[src/hw/rtl/lzw_pkg.sv]
`timescale 1ns / 1ps
// shared constants and types for the lzw compressor core
// no dependencies; compiled before the interfaces and modules
package lzw_pkg;

   localparam int DEF_HASH_SLOTS = 8192;
   localparam int DEF_CODE_BITS  = 12;

   localparam int BYTE_BITS  = 8;
   localparam int LIMIT_BITS = 13;
   localparam int EPOCH_BITS = 4;

   localparam logic [LIMIT_BITS-1:0] DICT_LIMIT_RESET = 13'd4096;
   localparam int FIRST_FREE_CODE = 256;

   // multiplicative hash constant (golden ratio)
   localparam logic [31:0] HASH_MULT = 32'd2654435761;
   localparam int HASH_SHIFT = 8;

   localparam logic [EPOCH_BITS-1:0] EPOCH_CLEARED = '0;
   localparam logic [EPOCH_BITS-1:0] EPOCH_FIRST   = 4'd1;
   localparam logic [EPOCH_BITS-1:0] EPOCH_MAX     = '1;

   // dictionary port commands
   typedef struct packed {
      logic rd_en;
      logic wr_en;
   } lzw_dict_ctl_type;

   // outcome of one probe of the dictionary
   typedef struct packed {
      logic empty;
      logic hit;
   } lzw_probe_type;

endpackage

[src/hw/rtl/lzw_hash.sv]
`timescale 1ns / 1ps
// multiplicative hash of (prefix code, byte) to a home slot, one registered multiply
// depends on lzw_pkg
module lzw_hash import lzw_pkg::*; #(
   parameter int CODE_BITS  = DEF_CODE_BITS,
   parameter int HASH_SLOTS = DEF_HASH_SLOTS
) (
   input  logic                          clock,
   input  logic                          load,
   input  logic [CODE_BITS-1:0]          prefix,
   input  logic [BYTE_BITS-1:0]          data_byte,
   output logic [$clog2(HASH_SLOTS)-1:0] slot
);
   localparam int SLOT_BITS = $clog2(HASH_SLOTS);
   localparam int KEY_BITS  = CODE_BITS + BYTE_BITS;

   logic [KEY_BITS-1:0] key;
   logic [31:0]         product_in;
   logic [31:0]         product_ff;

   assign key        = {prefix, data_byte};
   assign product_in = 32'(32'(key) * HASH_MULT);

   always_ff @(posedge clock) begin
      if (load) begin
         product_ff <= product_in;
      end
   end

   // shift right, then keep the slot bits (slot count is a power of two)
   assign slot = product_ff[HASH_SHIFT +: SLOT_BITS];

endmodule

[config.mk]
export PLATFORM = sky130hd
export DESIGN_NAME = lzw_hash
export DESIGN_NICKNAME = d
export VERILOG_FILES = /design/src/hw/rtl/lzw_pkg.sv /design/src/hw/rtl/lzw_hash.sv
export SDC_FILE = /design/constraint.sdc
export NUM_CORES = 1
export LEC_CHECK = 0
export ABC_AREA = 1
export BUFFER_PORTS_ARGS = -buffer_cell sky130_fd_sc_hd__buf_2
export CAP_MARGIN = 5
export CORE_MARGIN = 5
export CORE_UTILIZATION = 46
export CTS_BUF_LIST = sky130_fd_sc_hd__clkbuf_4 sky130_fd_sc_hd__clkbuf_8
export DETAILED_ROUTE_END_ITERATION = 16
export PLACE_DENSITY_LB_ADDON = 0.08
export SETUP_SLACK_MARGIN = 0.15
export SYNTH_ARGS = -nofsm -noshare
export SYNTH_HDL_FRONTEND = slang
export SYNTH_SLANG_ARGS = --single-unit
[constraint.sdc]
create_clock -name clock -period 8.3 [get_ports clock]
set_input_delay 1.66 -clock clock [delete_from_list [all_inputs] [get_ports clock]]
set_output_delay 1.66 -clock clock [all_outputs]
set_load 0.05 [all_outputs]
==> results of run 1 <==
[worst min-delay path by stage]
stage	startpoint	to	slack [ns]	depth (start not counted)
after global routing	load	product_ff[8]	1.84	1
after CTS	load	product_ff[15]	1.82	1
after detailed placement	load	product_ff[8]	2.07	1
after global placement	load	product_ff[8]	2.06	1
final	load	product_ff[8]	1.82	1
after floorplan	load	product_ff[10]	1.77	0
[metal layers]
metal  vias to the layer above  GRT usage
met1                      1296      0.225
met5                         -          0
met4                         0     0.0315
met3                         6    0.00617
li1                       1533          -
met2                        40      0.258
[Yosys cell counts, drive strengths merged]
library cell / instances
inv: 137
ha: 93
nand2: 86
fa: 58
nor2: 26
a21oi: 15
xor2: 15
nand3: 14
edfxtp: 13
o21ai: 5
nand3b: 4
a21o: 3
nand4: 2
nor3: 2
o211ai: 2
xnor2: 2
o21a: 1
or2: 1
[cell families after synthesis]
family	after synthesis	share of synthesized area
buf+inv	137	0.125
compound gates	26	0.0377
fa+ha+maj	151	0.565
flops	13	0.0949
simple gates	135	0.141
xor+xnor	17	0.0362
[layout make-up]
cell class / count / share of cell area
Timing Repair Buffer: 34 / 0.0381
Multi-Input combinational cell: 329 / 0.718
Clock buffer: 4 / 0.0109
Inverter: 137 / 0.115
Tap cell: 108 / 0.0303
Sequential cell: 13 / 0.0874
[cell usage in the layout (no fill, tap or decap), types with 2 or more instances in the layout]
master      n
inv_2       4
nand3_1    14
a21oi_1    14
nand2_1    80
edfxtp_1   13
xor2_1     15
nand4_1     2
buf_2      34
nor3_1      2
xnor2_1     2
nand3b_1    4
clkbuf_8    3
a21o_1      2
o21ai_1     2
ha_1       93
o21ai_0     2
o211ai_1    2
nand2_2     5
nor2_1     24
fa_1       58
inv_1     133
[critical path, cell delays in order]
cell and delay (ns):
buf_2 0.15, ha_1 0.39, xor2_1 0.17, ha_1 0.16, a21oi_1 0.05, fa_1 0.49, inv_1 0.05, fa_1 0.49
inv_1 0.05, fa_1 0.47, inv_1 0.05, fa_1 0.52, inv_1 0.05, fa_1 0.49, inv_1 0.04, ha_1 0.35
nand2_1 0.12, nor2_1 0.16, inv_1 0.08, nor3_1 0.14, a21o_2 0.16, inv_1 0.03, nand2_1 0.05, nand2_1 0.04
[per-stage QoR]
stage	instance area (um2)	std cells	hold slack, ns	util
final	4470	625	1.82	0.512
after detailed placement	4420	621	2.07	0.507
after global routing	4470	625	1.84	0.512
after floorplan	4110	479	1.77	-
after CTS	4470	625	1.82	0.512
after global placement	4420	621	2.06	0.507
==> results.md, run 1 <==
- Status: finished, final reports clean
- Unique masters post-synth: 27
- Biggest register: product_ff
- Top-area cell type share of the netlist area: 0.283
- Depth of the CTS H-tree: 1
- Yosys top cell by area: ha_1
- Mapped Area: 0.00411 mm2
- Final WL: 7940 um
- DRC Markers: 0
- Final worst-path cycle share: 0.775
- PostCTS Resize Cnt: 0
- DR WL met2: 3650 um
- Routed WL per cell: 12.7 um
- Endpoints failing setup: 0
- Site Rows: 34
- Clock-pin slew on the worst setup and hold paths: 0.05 ns
- Hold_buf cts: 0
- CP startpoint kind: primary input
- Final count of pins violating max slew: 0
- Unrepaired setup endpoints after global routing: false
- Mapped Nets: 652
- Final global-route overflow total: 0
- Die Y: 105 um
- Uppermost layer routed: met4
- Wire length of the first global-routing pass: 14000 um
- 1st-iter DRT viols: 51
- Routed met3 length: 188 um
- Worst Path Required: 8.29 ns
- Global placer's final weighted congestion: 0.867
- Multi-input gate area: 0.00321 mm2
- Final setup TNS: 0 ns
- Post-CTS Setup Inserts: 0
- Synth warn: 0
- Crit path capture: product_ff[20]
- Critical path type: primary input to register
- Area occupied by registers: 390 um2
- DP HPWL: 7410 um
- CP arrival: 6.43 ns
- Period minus WS final: 6.44 ns
- Die Wd: 105 um
- Final worst slack: 1.86 ns
- DRT Pass-1 Iters: 4
- Cells after Synth: 479
- Synth area leaders: ha_1 (28%), fa_1 (28%), inv_1 (12%)
- Root Buffer: clkbuf_8
- Num Clock Sinks: 13
- Pre-CTS WS: 1.62 ns
- Met1 WL: 4010 um
- Port bufs: 34
- GRT Total Usage: 0.154
- Actual slew at the worst max-slew pin: 0.396 ns
- Seq/Total Area, Yosys: 0.0949
- Crit Path Max Fanout: 7
- CTS tree: done
- Clk buf depth: 2
- Max Clock Freq: 155 MHz
- Final Hold Vio Count: 0
- Post-synthesis register bit count: 13
- Final ANT Viol Nets: 0
- Maxcap violations: 0
- Area delta synth->final: 8.61%
- Fillers: 867
- Inserted Diodes: 0
- Slew margin rel.: 0.735
- Vias in the first global route: 2985
- Layout cells sized above 1: 0.104
- Core ar.: 0.00872 mm2
- Largest regs: product_ff (13)
- HP Class: primary input to register
- Cts bufs inserted: 3
- Die area: 0.0109 mm2
- Syn avg cell area: 8.59 um2
- Via/cell ratio: 4.60
- Largest register FFs: 13
- Crit end category: register
- Num ports: 35
- Initial Util: 0.472
- CP startpoint: data_byte[4]
- Via count: 2875
- Initial antenna violation count: 0
- Layout net count: 691
- Largest net degree at the start of global routing: 14
Power of run 1 is not shown: default switching activity piles up to over one toggle a cycle in this logic, so the estimate is an artifact.
==> run 2, diff against run 1 <==
Clock period 8.3 ns to 6 ns, I/O delays scaled along.
==> results.md, run 2 (synthesis results as in run 1) <==
- Status: finished, final reports clean (unchanged)
- Routed WL per cell: 13.2 um (was 12.7 um)
- Area delta synth->final: 22.7% (was 8.61%)
- Most frequent cells in the layout: inv_1 (122), ha_1 (77), nand2_1 (76) (was inv_1 (133), ha_1 (93), nand2_1 (80))
- Clk buf depth: 2 (unchanged)
- Num ports: 35 (unchanged)
- Final ANT Viol Nets: 0 (unchanged)
- Slew margin rel.: 0.794 (was 0.735)
- DP HPWL: 7910 um (was 7410 um)
- Core ar.: 0.00872 mm2 (unchanged)
- Via/cell ratio: 4.66 (was 4.60)
- Layout net count: 728 (was 691)
- Commonest non-fill, non-tap cell in the layout: inv_1 (unchanged)
- CP arrival: 5.64 ns (was 6.43 ns)
- Hold path start: load (unchanged)
- Port bufs: 34 (unchanged)
- Cell Area, Placed: 0.00469 mm2 (was 0.00442 mm2)
- Site Rows: 34 (unchanged)
- CP startpoint kind: primary input (unchanged)
- Final Hold Vio Count: 0 (unchanged)
- Wire length of the first global-routing pass: 14700 um (was 14000 um)
- Maxcap violations: 0 (unchanged)
- Largest net degree at the start of global routing: 14 (unchanged)
- HP Class: primary input to register (unchanged)
- Cts bufs inserted: 3 (unchanged)
- Initial antenna violation count: 0 (unchanged)
- Fillers: 774 (was 867)
- Final count of pins violating max slew: 0 (unchanged)
- Crit Path Max Fanout: 4 (was 7)
- Max Clock Freq: 177 MHz
- Global routing's busiest layer: met2 (unchanged)
- GRT met1 Usage: 0.223 (was 0.225)
- Depth of the CTS H-tree: 1 (unchanged)
- Actual slew at the worst max-slew pin: 0.309 ns (was 0.396 ns)
- Largest register FFs: 13 (unchanged)
- Design Area, Final: 0.00505 mm2 (was 0.00447 mm2)
- Via count: 3083 (was 2875)
- Critical path type: primary input to register (unchanged)
- Biggest register: product_ff (unchanged)
- Crit end category: register (unchanged)
- Inserted Diodes: 0 (unchanged)
- Final worst-path cycle share: 0.942
- GR Layer Usage met3: 0.00863 (was 0.00617)
- Final global-route overflow total: 0 (unchanged)
- DRC Markers: 0 (unchanged)
- Hold Path Depth: 1 (unchanged)
- Die Y: 105 um (unchanged)
- Worst hold path endpoint: product_ff[9] (was product_ff[8])
- Clock-pin slew on the worst setup and hold paths: 0.05 ns (about the same)
- Num Clock Sinks: 13 (unchanged)
- Die Wd: 105 um (unchanged)
- Root Buffer: clkbuf_8 (unchanged)
- Vias in the first global route: 3190 (was 2985)
- Endpoints failing setup: 0 (unchanged)
- Largest regs: product_ff (13) (unchanged)
- Layout cells sized above 1: 0.240 (was 0.104)
- Global placer's final weighted congestion: 0.863 (was 0.867)
- DRT Pass-1 Iters: 4 (unchanged)
- 1st-iter DRT viols: 69 (was 51)
- CTS tree: done (unchanged)
- GRT Total Usage: 0.162 (was 0.154)
- Period minus WS final: 5.65 ns
- CP startpoint: data_byte[3] (was data_byte[4])
- Unrepaired setup endpoints after global routing: true (was false)
- Worst Path Required: 5.99 ns (was 8.29 ns)
- Final WL: 8730 um (was 7940 um)
- Die area: 0.0109 mm2 (unchanged)
- M2 GR Usage: 0.284 (was 0.258)
- Initial Util: 0.472 (unchanged)
[run 2: per-layer routing]
layer	part of all wire	wire, um	up-vias
met1	0.47	4090	1424
li1	-	-	1604
met4	0.019	167	0
met5	0	0	-
met2	0.49	4310	41
met3	0.018	159	14
[run 2: how the worst max path moves through the flow]
| stage | endpoint | slack [ns] | cells past startpoint |
|---|---|---|---|
| 3_3_place_gp | product_ff[20] | -0.08 | 20 |
| 6_report | product_ff[17] | 0.35 | 18 |
| 3_5_place_dp | product_ff[20] | -0.14 | 20 |
| 5_1_grt | product_ff[20] | 0.13 | 20 |
| 2_1_floorplan | product_ff[20] | 0.19 | 23 |
| 4_1_cts | product_ff[20] | 0.16 | 19 |
[run 2: final cells by class]
class,count,area [um2],area share
clock buffers,4,48.8,0.00967
inverters,137,514,0.102
multi-input cells,329,3470,0.687
flip-flops and latches,13,390,0.0774
well taps,108,135,0.0268
repair buffers,71,490,0.0972
[run 2: stage by stage]
step	worst slack [ns]	cells	utilization	setup TNS, ns	hold WS [ns]
2_1_floorplan	0.190	479	-	0	1.31
3_3_place_gp	-0.0810	657	0.538	-0.0834	1.60
3_5_place_dp	-0.143	657	0.538	-0.282	1.61
4_1_cts	0.159	661	0.543	0	1.36
5_1_grt	0.128	662	0.579	0	1.38
6_report	0.351	662	0.579	0	1.36
[run 2: critical path, cell delays in order]
cell	delay, ns
buf_12	0.11
fa_1	0.50
xor2_1	0.18
ha_1	0.29
inv_2	0.04
fa_2	0.52
inv_2	0.04
fa_1	0.48
fa_2	0.39
fa_1	0.53
fa_1	0.45
ha_4	0.32
nand2_1	0.10
buf_4	0.15
nor2_1	0.09
nand2_1	0.10
nand3_1	0.07
nand2_1	0.07
[run 2: what timing repair did]
item,4_1_cts,5_1_grt
buffers inserted,0,1
resized for setup,1,66
setup endpoints to repair,1,7
gates cloned,0,0
pin swaps,1,35
hold buffers,0,0
Power of run 2 is left out for the same reason.
